**src/rtl/page_frame_allocator_refcount_assert.svh**
```systemverilog
// Assertion macros of the page frame allocator, used by pfa_ctrl.
// Depends on nothing; included by the files that hold concurrent checks.
`ifndef PAGE_FRAME_ALLOCATOR_REFCOUNT_ASSERT_SVH
`define PAGE_FRAME_ALLOCATOR_REFCOUNT_ASSERT_SVH

// Same-cycle implication, checked at every rising clock edge outside reset.
`define PFA_ASSERT_IMP(lbl, clk, rst, ante, cons) \
   lbl: assert property (@(posedge clk) disable iff (rst) (ante) |-> (cons)) \
      else $error("pfa assertion failed");

// Next-cycle implication, checked at every rising clock edge outside reset.
`define PFA_ASSERT_NEXT(lbl, clk, rst, ante, cons) \
   lbl: assert property (@(posedge clk) disable iff (rst) (ante) |=> (cons)) \
      else $error("pfa assertion failed");

`endif

```
**src/rtl/pfa_pkg.sv**
```systemverilog
// Package of the page frame allocator: field widths, request and status codes,
// and the sequencer state type. Depends on nothing.
package pfa_pkg;

   localparam int NUM_PAGES_DEF = 32768;
   localparam int PAGE_W        = 15;
   localparam int INDEX_W       = 16;
   localparam int COUNT_W       = 8;
   localparam int REQ_W         = 3;
   localparam int STATUS_W      = 2;

   localparam logic [COUNT_W-1:0] COUNT_MAX = 8'd255;
   localparam logic [COUNT_W-1:0] COUNT_ONE = 8'd1;

   typedef enum logic [REQ_W-1:0] {
      REQ_ALLOC = 3'd0,
      REQ_FREE  = 3'd1,
      REQ_INC   = 3'd2,
      REQ_DEC   = 3'd3,
      REQ_READ  = 3'd4
   } req_code_type;

   typedef enum logic [STATUS_W-1:0] {
      STATUS_OK      = 2'd0,
      STATUS_EMPTY   = 2'd1,
      STATUS_INVALID = 2'd2,
      STATUS_FULL    = 2'd3
   } status_type;

   typedef enum logic [1:0] {
      ST_CLEAR,
      ST_IDLE,
      ST_EXEC
   } state_type;

endpackage

```
**src/rtl/pfa_ctrl.sv**
```systemverilog
// Request sequencer of the page frame allocator: clear pass, memory reads,
// read-modify-write of counts and stack, and the response register.
// Uses pfa_pkg and the assertion macro header.
`include "page_frame_allocator_refcount_assert.svh"

module pfa_ctrl
   import pfa_pkg::*;
#(
   parameter int NUM_PAGES = NUM_PAGES_DEF
) (
   input  logic                         clock,
   input  logic                         reset,
   input  logic                         req_valid,
   output logic                         req_ready,
   input  logic [REQ_W-1:0]             req_type,
   input  logic [INDEX_W-1:0]           req_page_index,
   input  logic [PAGE_W-1:0]            first_usable_page,
   output logic                         rsp_valid,
   input  logic                         rsp_ready,
   output logic [STATUS_W-1:0]          rsp_status,
   output logic [PAGE_W-1:0]            rsp_result_page,
   output logic [COUNT_W-1:0]           rsp_ref_count,
   // Reference count table.
   output logic                         refs_wr_en,
   output logic [$clog2(NUM_PAGES)-1:0] refs_wr_addr,
   output logic [COUNT_W-1:0]           refs_wr_data,
   output logic                         refs_rd_en,
   output logic [$clog2(NUM_PAGES)-1:0] refs_rd_addr,
   input  logic [COUNT_W-1:0]           refs_rd_data,
   // Free-page stack.
   output logic                         stack_wr_en,
   output logic [$clog2(NUM_PAGES)-1:0] stack_wr_addr,
   output logic [PAGE_W-1:0]            stack_wr_data,
   output logic                         stack_rd_en,
   output logic [$clog2(NUM_PAGES)-1:0] stack_rd_addr,
   input  logic [PAGE_W-1:0]            stack_rd_data
);

   localparam int PW = $clog2(NUM_PAGES);
   localparam int CW = $clog2(NUM_PAGES + 1);
   localparam logic [PW-1:0] LAST_ADDR = PW'(NUM_PAGES - 1);
   localparam logic [CW-1:0] FULL_FILL = CW'(NUM_PAGES);

   state_type           state_ff, state_in;
   logic [PW-1:0]       clr_addr_ff, clr_addr_in;
   logic [CW-1:0]       fill_ff, fill_in;
   logic [REQ_W-1:0]    type_ff;
   logic [INDEX_W-1:0]  page_ff;
   logic                bad_ff;
   logic                rsp_valid_ff, rsp_valid_in;
   logic [STATUS_W-1:0] status_ff;
   logic [PAGE_W-1:0]   result_page_ff;
   logic [COUNT_W-1:0]  ref_count_ff;

   logic                accept;
   logic                commit;
   logic                out_free;
   logic                bad_req;
   logic [CW-1:0]       pop_idx;
   logic [INDEX_W-1:0]  got_ext;
   logic                alloc_ok;
   status_type          st_c;
   logic [PAGE_W-1:0]   pg_c;
   logic [COUNT_W-1:0]  cnt_c;
   logic                cw_en_c;
   logic                cw_alloc_c;
   logic [COUNT_W-1:0]  cw_data_c;
   logic                push_c;

   assign accept   = req_valid && req_ready;
   assign out_free = !rsp_valid_ff || rsp_ready;
   assign commit   = (state_ff == ST_EXEC) && out_free;
   assign pop_idx  = fill_ff - CW'(1);
   assign got_ext  = {1'b0, stack_rd_data};

   // Unknown codes and pages outside the managed window are rejected up front.
   always_comb begin
      bad_req = 1'b0;
      if (req_type > REQ_READ) begin
         bad_req = 1'b1;
      end else if (req_type != REQ_ALLOC) begin
         if (req_page_index < {1'b0, first_usable_page}) begin
            bad_req = 1'b1;
         end
         if ({1'b0, req_page_index} >= (INDEX_W + 1)'(NUM_PAGES)) begin
            bad_req = 1'b1;
         end
      end
   end

   // Sequencer state, clear counter and stack fill.
   always_ff @(posedge clock) begin
      if (reset) begin
         state_ff     <= ST_CLEAR;
         clr_addr_ff  <= '0;
         fill_ff      <= '0;
         rsp_valid_ff <= 1'b0;
      end else begin
         state_ff     <= state_in;
         clr_addr_ff  <= clr_addr_in;
         fill_ff      <= fill_in;
         rsp_valid_ff <= rsp_valid_in;
      end
   end

   // Transaction capture at accept and response payload at commit.
   always_ff @(posedge clock) begin
      if (accept) begin
         type_ff <= req_type;
         page_ff <= req_page_index;
         bad_ff  <= bad_req;
      end
      if (commit) begin
         status_ff      <= st_c;
         result_page_ff <= pg_c;
         ref_count_ff   <= cnt_c;
      end
   end

   // Result of the request, from the data read in the accept cycle.
   always_comb begin
      st_c       = STATUS_OK;
      pg_c       = '0;
      cnt_c      = '0;
      cw_en_c    = 1'b0;
      cw_alloc_c = 1'b0;
      cw_data_c  = '0;
      push_c     = 1'b0;
      if (bad_ff) begin
         st_c = STATUS_INVALID;
      end else begin
         case (type_ff)
            REQ_ALLOC: begin
               if (fill_ff == '0) begin
                  st_c = STATUS_EMPTY;
               end else begin
                  pg_c       = stack_rd_data;
                  cnt_c      = COUNT_ONE;
                  cw_en_c    = 1'b1;
                  cw_alloc_c = 1'b1;
                  cw_data_c  = COUNT_ONE;
               end
            end
            REQ_FREE: begin
               if (refs_rd_data > COUNT_ONE) begin
                  cnt_c     = refs_rd_data - COUNT_ONE;
                  cw_en_c   = 1'b1;
                  cw_data_c = refs_rd_data - COUNT_ONE;
               end else if (fill_ff == FULL_FILL) begin
                  st_c  = STATUS_FULL;
                  cnt_c = refs_rd_data;
               end else begin
                  cnt_c  = refs_rd_data;
                  push_c = 1'b1;
               end
            end
            REQ_INC: begin
               cnt_c     = (refs_rd_data == COUNT_MAX) ? refs_rd_data
                                                       : refs_rd_data + COUNT_ONE;
               cw_en_c   = 1'b1;
               cw_data_c = cnt_c;
            end
            REQ_DEC: begin
               cnt_c     = (refs_rd_data == '0) ? refs_rd_data
                                                : refs_rd_data - COUNT_ONE;
               cw_en_c   = 1'b1;
               cw_data_c = cnt_c;
            end
            REQ_READ: begin
               cnt_c = refs_rd_data;
            end
            default: begin
               st_c = STATUS_INVALID;
            end
         endcase
      end
   end

   assign alloc_ok = commit && cw_alloc_c;

   // Next state, memory strobes and response valid.
   always_comb begin
      state_in      = state_ff;
      clr_addr_in   = clr_addr_ff;
      fill_in       = fill_ff;
      rsp_valid_in  = rsp_valid_ff;
      req_ready     = 1'b0;
      refs_wr_en    = 1'b0;
      refs_wr_addr  = page_ff[PW-1:0];
      refs_wr_data  = cw_data_c;
      stack_wr_en   = 1'b0;
      stack_wr_addr = fill_ff[PW-1:0];
      stack_wr_data = page_ff[PAGE_W-1:0];
      if (rsp_ready) begin
         rsp_valid_in = 1'b0;
      end
      case (state_ff)
         ST_CLEAR: begin
            refs_wr_en   = 1'b1;
            refs_wr_addr = clr_addr_ff;
            refs_wr_data = '0;
            clr_addr_in  = clr_addr_ff + PW'(1);
            if (clr_addr_ff == LAST_ADDR) begin
               state_in = ST_IDLE;
            end
         end
         ST_IDLE: begin
            req_ready = 1'b1;
            if (req_valid) begin
               state_in = ST_EXEC;
            end
         end
         ST_EXEC: begin
            if (out_free) begin
               state_in     = ST_IDLE;
               rsp_valid_in = 1'b1;
               refs_wr_en   = cw_en_c;
               if (cw_alloc_c) begin
                  refs_wr_addr = got_ext[PW-1:0];
                  fill_in      = pop_idx;
               end
               if (push_c) begin
                  stack_wr_en = 1'b1;
                  fill_in     = fill_ff + CW'(1);
               end
            end
         end
         default: begin
            state_in = ST_CLEAR;
         end
      endcase
   end

   // Reads go out in the accept cycle; the data is ready in the execute cycle.
   assign refs_rd_en    = accept;
   assign refs_rd_addr  = req_page_index[PW-1:0];
   assign stack_rd_en   = accept;
   assign stack_rd_addr = pop_idx[PW-1:0];

   assign rsp_valid       = rsp_valid_ff;
   assign rsp_status      = status_ff;
   assign rsp_result_page = result_page_ff;
   assign rsp_ref_count   = ref_count_ff;

   // Checks on the sequencer.
   `PFA_ASSERT_IMP(a_clear_blocks_req, clock, reset, state_ff == ST_CLEAR, !req_ready)
   `PFA_ASSERT_NEXT(a_accept_to_exec, clock, reset, accept, state_ff == ST_EXEC)
   `PFA_ASSERT_IMP(a_fill_bound, clock, reset, 1'b1, fill_ff <= FULL_FILL)
   `PFA_ASSERT_NEXT(a_alloc_pops, clock, reset, alloc_ok,
                    fill_ff == $past(fill_ff) - CW'(1))
   `PFA_ASSERT_IMP(a_no_double_write, clock, reset, refs_wr_en && stack_wr_en,
                   state_ff == ST_EXEC && type_ff == REQ_FREE && 1'b0)

endmodule

```
**config.mk**
```make
export PLATFORM = sky130hd
export DESIGN_NAME = pfa_ctrl
export DESIGN_NICKNAME = d
export VERILOG_FILES = /design/src/rtl/pfa_pkg.sv /design/src/rtl/pfa_ctrl.sv
export VERILOG_INCLUDE_DIRS = /design/src /design/src/rtl
export SDC_FILE = /design/constraint.sdc
export NUM_CORES = 1
export LEC_CHECK = 0
export BUFFER_PORTS_ARGS = -buffer_cell sky130_fd_sc_hd__buf_2
export CORE_MARGIN = 4
export CORE_UTILIZATION = 45
export DETAILED_ROUTE_END_ITERATION = 8
export PLACE_DENSITY = 0.81
export SETUP_SLACK_MARGIN = 0.15
export SYNTH_ARGS = -nofsm -noshare
export SYNTH_HDL_FRONTEND = slang
export SYNTH_SLANG_ARGS = --single-unit
```
**constraint.sdc**
```tcl
create_clock -name clock -period 7.34 [get_ports clock]
set_input_delay 0.734 -clock clock [delete_from_list [all_inputs] [get_ports clock]]
set_output_delay 0.734 -clock clock [all_outputs]
set_load 0.03 [all_outputs]
```
# After elaboration in Yosys (flattened, before gate mapping)
# Index checks and enable logic that the tools add are counted.
# totals
mem_bits_ro	0
reg_bits	78
memories	0
latch_bits	0
input_bits	61
out_inout_bits	114
mem_bits_rw	0
word_cells	91
# classes
eq_ne	12
n_mul	0
magnitude_cmp	4
div_mod_pow	0
reduce_logical	15
addsub	5
n_mux	44
shifts	0
bitwise	1
# op_table
op	n
$mux W8	6
$pmux W8 S5	1
$mux W16	2
$pmux W8 S4	1
$mux W15	2
$pmux W15 S2	1
$mux W1	22
$add A16 B1 Y16 const B	1
$eq A16 B16 Y1 const B	1
$ge A16 B16 Y1 const B	1
$logic_not A16 Y1	1
$lt A16 B15 Y1	1
$sub A16 B1 Y16 const B	1
$add A15 B1 Y15 const B	1
$eq A15 B15 Y1 const B	1
$pmux W2 S3	2
$mux W2	5
$add A8 B1 Y8 const B	1
$eq A8 B8 Y1 const B	1
$gt A8 B1 Y1 const B	1
$logic_not A8 Y1	1
$sub A8 B1 Y8 const B	1
$eq A3 B2 Y1 const B	2
$ne A2 B2 Y1 const B	3
18 further kinds	21

# Depth between registers and ports, before layout
# Gate-level depths: netlist of the first run.
# depth
ltp_word	8
mapped_depth	10
depth_no_buf	9

# Worst setup path before layout of the first run
# OpenSTA, ideal clock, no wires.
# synth_timing
kind	register to output
startpoint	register fill_ff[0]
endpoint	output port refs_wr_addr[0]
n_path_buf	1
required_ns	6.606
t_arrival_ns	2.797
path_stages_with_launch	10
slack_ns	3.809
path_cell_list	dfxtp_1 > inv_1 > ha_1 > nor4b_2 > and4_1 > nor3_1 > clkbuf_1 > and3_1 > a21oi_1 > o21ai_0
# synth_between
elab_chain_len	7
# synth_lines
element	line	text
from (decl)	pfa_ctrl.sv:46	logic [CW-1:0] fill_ff, fill_in;
from (signal assigned)	pfa_ctrl.sv:101	fill_ff <= fill_in;
$logic_not A16 Y1	pfa_ctrl.sv:134	if (fill_ff == '0) begin
$mux W1	pfa_ctrl.sv:134	
$mux W1	pfa_ctrl.sv:132	case (type_ff)
$mux W1	pfa_ctrl.sv:129	if (bad_ff) begin
$mux W15	pfa_ctrl.sv:218	if (cw_alloc_c) begin
$mux W15	pfa_ctrl.sv:214	if (out_free) begin
$pmux W15 S2	pfa_ctrl.sv:197	case (state_ff)
to (decl)	pfa_ctrl.sv:25	output logic [$clog2(NUM_PAGES)-1:0] refs_wr_addr,
# No other way between the ends.

# Final worst setup path of the first run
# layout_timing
startpoint	register fill_ff[0]
endpoint	output port refs_wr_addr[4]
# Same word-level chain as after synthesis.

==> metrics.txt, run 1 <==
status completed; P_leak approximately 2.7 nW; Syn Area/Cell 8.501 sq um; CP startpoint fill_ff[0]$_SDFFE_PP0P_; post-synthesis register bit count 78; synth warn 0; FP Rows 39; Core Region 0.01137 sq mm; Final Setup Violations 0; vias in the first global route 4745; syn_nets just under 700; final hold violations 0; CP max stage delay 0.87 ns; drt total wl 15.22 mm; FF-to-FF End fill_ff[8]$_SDFFE_PP0P_; total iterations of the first detailed-routing run 5; number of setup buffers added after CTS 0; Syn Inst Count between 600 and 700; Power Density 169.0 mW/mm^2; Die Span Y 115.6 um; Reg2Reg Depth 7; DP Worst Slack ~3.4 ns; Clock Tree Root clkbuf_16; mapped cell area about 0.0052 sq mm; clock sink total 78; max_cap viols 0; worst-margin pin slew 1.111 ns; CTS tree built; Final nets ~800; clock latency on the worst-skew pair around 0.34 ns; Fillers roughly 1100; Worst-path clk slew about 0.060 ns; CTS Buf Count 9; CP endpoint kind output pin; Post-synth top flop edfxtp_1; final clock skew approximately 0.0054 ns; hold_buf cts 0; Starting Density 0.4583; # resized after CTS 0; ANT nets after route 0; Worst Path Max Fanout 16; CP max-delay cell o21bai_1; R2R Setup Slk between 3 and 4 ns; # IOs 175; pins over their slew limit 0; GRT overflow 0; antenna cells 0; DP Wirelength 11.71 mm; Min-Delay Path Class flop to flop; Max Fclk 0.2293 GHz; Hold Startpoint clr_addr_ff[14]$_SDFFE_PP0P_; IO Port Bufs 174; RSZ-0062 raised after global routing false; Post-synth ARST share 0; Placed Instances 870; Final period util 0.5941; worst rel slew slack 0.2579; die width about 120 um; Non-Filler Instances around 890; initial antenna violation count 0; CP Class flop to output pin; largest net degree at the start of global routing 35; worst-path cell chain inv_1 > ha_1 > nor4b_2 > and4_1 > nor3_1 > buf_4 > o21bai_1 > nand2_1 > o21ai_0 > buf_2; Total GRT Usage 0.2293; H-Tree Depth 3; final worst slack 2.979 ns; DR vias 5064; routed wire length per instance 17.18 um; drt drc 0; Hold Path Stages 2; Final Wtd Congestion about 0.96; sequential area share after synthesis 0.3842; min cycle time layout 4.361 ns; share of cells above drive strength 1 0.2813; Vias/cell approximately 5.7; Netlist cell types 65; Hold EP clr_addr_ff[14]$_SDFFE_PP0P_; synthesis-to-finish area growth 19.93%; setup_tns 0 ns; DIE AREA between 0.01 and 0.015 sq mm; wire length of the first global-routing pass 24.05 mm; Startpoint Class flop; VDD IR max 0.1327 mV; number of flops mapped to enable cells by yosys 44; reg2reg start state_ff[1]$_SDFFE_PP0P_; Req. time, crit path approximately 6.6 ns; Detailed Route Iter0 Violations 389; Arr. time, crit path 3.63 ns; CTS Buffer Depth 2
## critical path, delay by kind of cell, from the launching register on
family	cells	cell delay [ns]
adder cells (fa/ha/maj)	1	0.25
AND/OR/NAND/NOR	4	1.09
flip-flops	1	0.37
AO/OA/AOI/OAI	2	1.01
buffers and inverters	3	0.55
## how the worst max path moves through the flow
stage                                   to  slack (ns)
after CTS                  refs_wr_addr[4]        2.99
after global placement    refs_wr_addr[13]        3.46
after floorplan            refs_wr_addr[0]        3.81
after detailed placement   refs_wr_addr[2]        3.41
after global routing      refs_wr_addr[13]        2.69
final                      refs_wr_addr[4]        2.98
## cell type report
type                    count  area, sq um  share of cell area
multi-input cells         444         2731              0.4370
flip-flops and latches     78         2002              0.3203
repair buffers            177        893.4              0.1429
clock buffers              10        229.0             0.03664
well taps                 143        178.9             0.02863
clock inverters             6        110.1             0.01762
inverters                  28        105.1             0.01682
## power by group
group          leakage (nW)  switching [mW]  internal (mW)
Sequential            0.699         0.00198          0.460
Combinational          1.82          0.0517         0.0315
Clock                 0.160           0.179          0.332
## state kept, by name (all words and copies together) (netlist names), 2 cells and up
| signal | flops |
|---|---|
| fill_ff | 16 |
| clr_addr_ff | 15 |
| rsp_ref_count | 8 |
| rsp_status | 2 |
| page_ff | 15 |
| type_ff | 3 |
| state_ff | 2 |
| rsp_result_page | 15 |
## Yosys cell counts, drive strengths merged, types with 5 or more instances
cell type / instances / area [sq um]
nor3: 23 / 115.1
nand3: 18 / 90.09
xnor2: 10 / 87.58
xor2: 13 / 113.9
a31oi: 6 / 37.54
nor2b: 7 / 43.79
a21oi: 46 / 230.2
and2: 19 / 118.9
nand4: 15 / 93.84
o21ai: 39 / 195.2
or3: 12 / 75.07
edfxtp: 44 / 1321
mux2i: 8 / 80.08
nor4: 6 / 52.55
inv: 26 / 97.59
clkbuf: 22 / 82.58
and3: 20 / 125.1
buf: 41 / 290.3
or2: 6 / 37.54
nand2: 59 / 221.5
nor2: 50 / 187.7
a211oi: 10 / 75.07
ha: 21 / 262.8
dfxtp: 34 / 680.7
nand2b: 5 / 31.28
## kinds of logic (layout without fill, tap and decap cells)
kind of cell / count (synthesis) / in the layout / share of synthesized area
simple gates: 254 / 254 / 0.2535
compound gates: 136 / 136 / 0.1621
buf+inv: 91 / 221 / 0.09172
flops: 78 / 78 / 0.3842
xor+xnor: 23 / 23 / 0.03865
fa+ha+maj: 22 / 22 / 0.05234
mux: 9 / 9 / 0.01753
## cells in the final DEF (no fill, tap or decap), types with 7 or more instances in the layout
cell type | netlist | final
nand4_1 | 15 | 15
inv_1 | 26 | 26
o21ai_0 | 38 | 38
xor2_1 | 13 | 13
nand3_1 | 18 | 18
nand2_1 | 59 | 59
clkbuf_16 | 0 | 9
or3_1 | 12 | 12
buf_2 | 4 | 174
edfxtp_1 | 44 | 44
a211oi_1 | 10 | 10
ha_1 | 21 | 21
and3_1 | 20 | 20
nor3_1 | 23 | 23
nor2_1 | 50 | 50
nor2b_1 | 7 | 7
and2_1 | 19 | 19
xnor2_1 | 10 | 10
a21oi_1 | 46 | 46
dfxtp_1 | 34 | 34
mux2i_1 | 8 | 8
## metal layers
metal / vias up / GRT usage / wire length, um
met3: 30 / 0.05796 / 1604
met5: - / 0 / 0
met1: 2314 / 0.2917 / 6032
met2: 288 / 0.3738 / 7209
li1: 2432 / - / -
met4: 0 / 0.09358 / 372
## stage by stage
stage                     power, mW  hold slack (ns)  utilization  area [sq um]
final                         1.056           0.4952       0.5497          6250
after global routing          1.089           0.5513       0.5497          6250
after floorplan              0.5225           0.4536            -          5211
after CTS                     1.064           0.4966       0.5497          6250
after detailed placement     0.5541           0.4901       0.5199          5911
after global placement       0.5527           0.4599       0.5199          5911
(Power assumes the default switching activity.)
==> run 2: changes to the inputs <==
Clock period 7.34 ns to 4.3 ns, I/O delays scaled along.
==> run 2 against run 1 <==
Compared with the run above:
- clock power is 45% higher
- power grew 58%
- global-route usage fell by 0.25 points
- die area did not move
- via count is 0.49% higher
- combinational power grew 69%
- clock-buffer cell count grew 1
- clock skew rose by 0.0026 ns
- sequential share of layout area is 0.12 points higher
- register-to-register slack worse by 2.5 ns
- largest cell class unchanged
==> metrics.txt, run 2 (same netlist as run 1, synthesis figures left out) <==
status completed (unchanged); setup_tns 0 ns (unchanged); Detailed Route Iter0 Violations 393 (was 389); clock latency on the worst-skew pair 0.34 ns (about the same); clock share of power 0.443 (was 0.483); Max Fclk 0.2850 GHz; Arr. time, crit path 3.08 ns (was 3.63 ns); Vias/cell 5.718 (was 5.716); routed wire length per instance 17.25 um (was 17.18 um); Net Sw Power 0.4031 mW (was 0.2325 mW); Worst-path clk slew 0.06 ns (about the same); hold_buf cts 0 (unchanged); Final period util 0.8159; Min-Delay Path Class primary input to flop (was flop to flop); vias in the first global route 4685 (was 4745); VDD IR max 0.2317 mV (was 0.1327 mV); Core Region 0.01137 sq mm (unchanged); CP endpoint kind output pin (unchanged); most flop-heavy register fill_ff (unchanged); initial antenna violation count 0 (unchanged); DIE AREA 0.01337 sq mm (unchanged); Starting Density 0.4583 (unchanged); most common cell after layout, fill and taps aside buf_2 (unchanged); pins over their slew limit 0 (unchanged); CP Class flop to output pin (unchanged); CP max stage delay 0.54 ns (was 0.87 ns); worst-path cell chain inv_1 > ha_1 > nor4b_2 > and4_1 > nor3_1 > buf_4 > o21bai_1 > buf_4 > nand2_1 > o21ai_0 > buf_2 (was inv_1 > ha_1 > nor4b_2 > and4_1 > nor3_1 > buf_4 > o21bai_1 > nand2_1 > o21ai_0 > buf_2); RSZ-0062 raised after global routing false (unchanged); Sw Ratio 0.2417 (was 0.2202); Clock Tree Root clkbuf_16 (unchanged); Final Setup Violations 0 (unchanged); H-Tree Depth 3 (unchanged); CP max-delay cell nor4b_2 (was o21bai_1); wire length of the first global-routing pass 23.78 mm (was 24.05 mm); synthesis-to-finish area growth 19.50% (was 19.93%); Placed Area 0.005941 sq mm (was 0.005911 sq mm); Int Pwr 1.265 mW (was 0.8234 mW); most frequent cells in the layout buf_2 (174), nand2_1 (59), nor2_1 (50) (unchanged); max_cap viols 0 (unchanged); Logic pwr share 0.084 (was 0.079); Final Wtd Congestion 0.9421 (was 0.9568); P_leak 2.683 nW (was 2.680 nW); Final nets 824 (was 820); GRT overflow 0 (unchanged); die width 115.6 um (unchanged); Final Cell Area 0.006227 sq mm (was 0.006250 sq mm); largest net degree at the start of global routing 35 (unchanged); clock sink total 78 (unchanged); worst-margin pin slew 0.9001 ns (was 1.111 ns); final clock skew 0.007988 ns (was 0.005374 ns); final hold violations 0 (unchanged); sequential power share 0.473 (was 0.438); CTS Buf Count 9 (unchanged); Die Span Y 115.6 um (unchanged); CTS Buffer Depth 2 (unchanged); min cycle time layout between 3 and 4 ns; IO Port Bufs 174 (unchanged); delay-heaviest family, CP simple AND/OR/NAND/NOR gates (unchanged); total iterations of the first detailed-routing run 6 (was 5); # resized after CTS 0 (unchanged); drt drc 0 (unchanged); crit path buf inv count 4 (was 3); Total GRT Usage 0.2268 (was 0.2293); ANT nets after route 0 (unchanged); FP Rows 39 (unchanged); CTS tree built (unchanged); Startpoint Class flop (unchanged); share of cells above drive strength 1 0.2851 (was 0.2813); number of setup buffers added after CTS 0 (unchanged); worst rel slew slack 0.3948 (was 0.2579); Worst Path Max Fanout 16 (unchanged); max reg flops 16 (unchanged); Req. time, crit path 3.87 ns (was 6.61 ns); # IOs 175 (unchanged); antenna cells 0 (unchanged); drt total wl 15.36 mm (was 15.22 mm); most frequent CP cell buf_4; DP Wirelength 11.68 mm (was 11.71 mm); DR vias 5089 (was 5064); Power Density 267.9 mW/mm^2 (was 169.0 mW/mm^2)
## run 2: final timing paths
path,start,to,slack (ns),cells past startpoint
hold reg to reg,clr_addr_ff[14]$_SDFFE_PP0P_,clr_addr_ff[14]$_SDFFE_PP0P_,0.49,2
hold / removal,req_type[0],type_ff[0]$_DFFE_PP_,0.28,1
setup / recovery,fill_ff[0]$_SDFFE_PP0P_,refs_wr_addr[13],0.79,11
setup reg to reg,fill_ff[0]$_SDFFE_PP0P_,fill_ff[15]$_SDFFE_PP0P_,1.10,9
## run 2: per-layer routing
metal | wire, um | track usage
met4 | 329 | 0.07811
met3 | 1779 | 0.07050
met1 | 6111 | 0.2855
met2 | 7134 | 0.3708
met5 | 0 | 0
## run 2: final cells by class
cell class	count	area [sq um]
Clock buffer	11	254.0
Tap cell	143	178.9
Timing Repair Buffer	181	923.4
Sequential cell	78	2002
Fill cell	1096	5142
Clock inverter	5	32.53
Inverter	28	105.1
Multi-Input combinational cell	444	2731
## run 2: power by group through the flow
stage / sequential, mW / combinational [mW] / clock [mW]
6_report: 0.789 / 0.141 / 0.738
5_1_grt: 0.789 / 0.155 / 0.781
4_1_cts: 0.789 / 0.140 / 0.748
3_5_place_dp: 0.805 / 0.139 / 0
3_3_place_gp: 0.805 / 0.138 / 0
2_1_floorplan: 0.804 / 0.0877 / 0
## run 2: through the flow
step	utilization	hold slack (ns)	power, mW	setup WS [ns]	instances
4_1_cts	0.5477	0.2667	1.677	0.8463	890
3_5_place_dp	0.5225	0.4797	0.9442	1.240	874
5_1_grt	0.5477	0.2689	1.725	0.5606	890
3_3_place_gp	0.5225	0.4599	0.9433	1.243	874
6_report	0.5477	0.2799	1.668	0.7917	890
2_1_floorplan	-	0.4536	0.8919	1.073	613
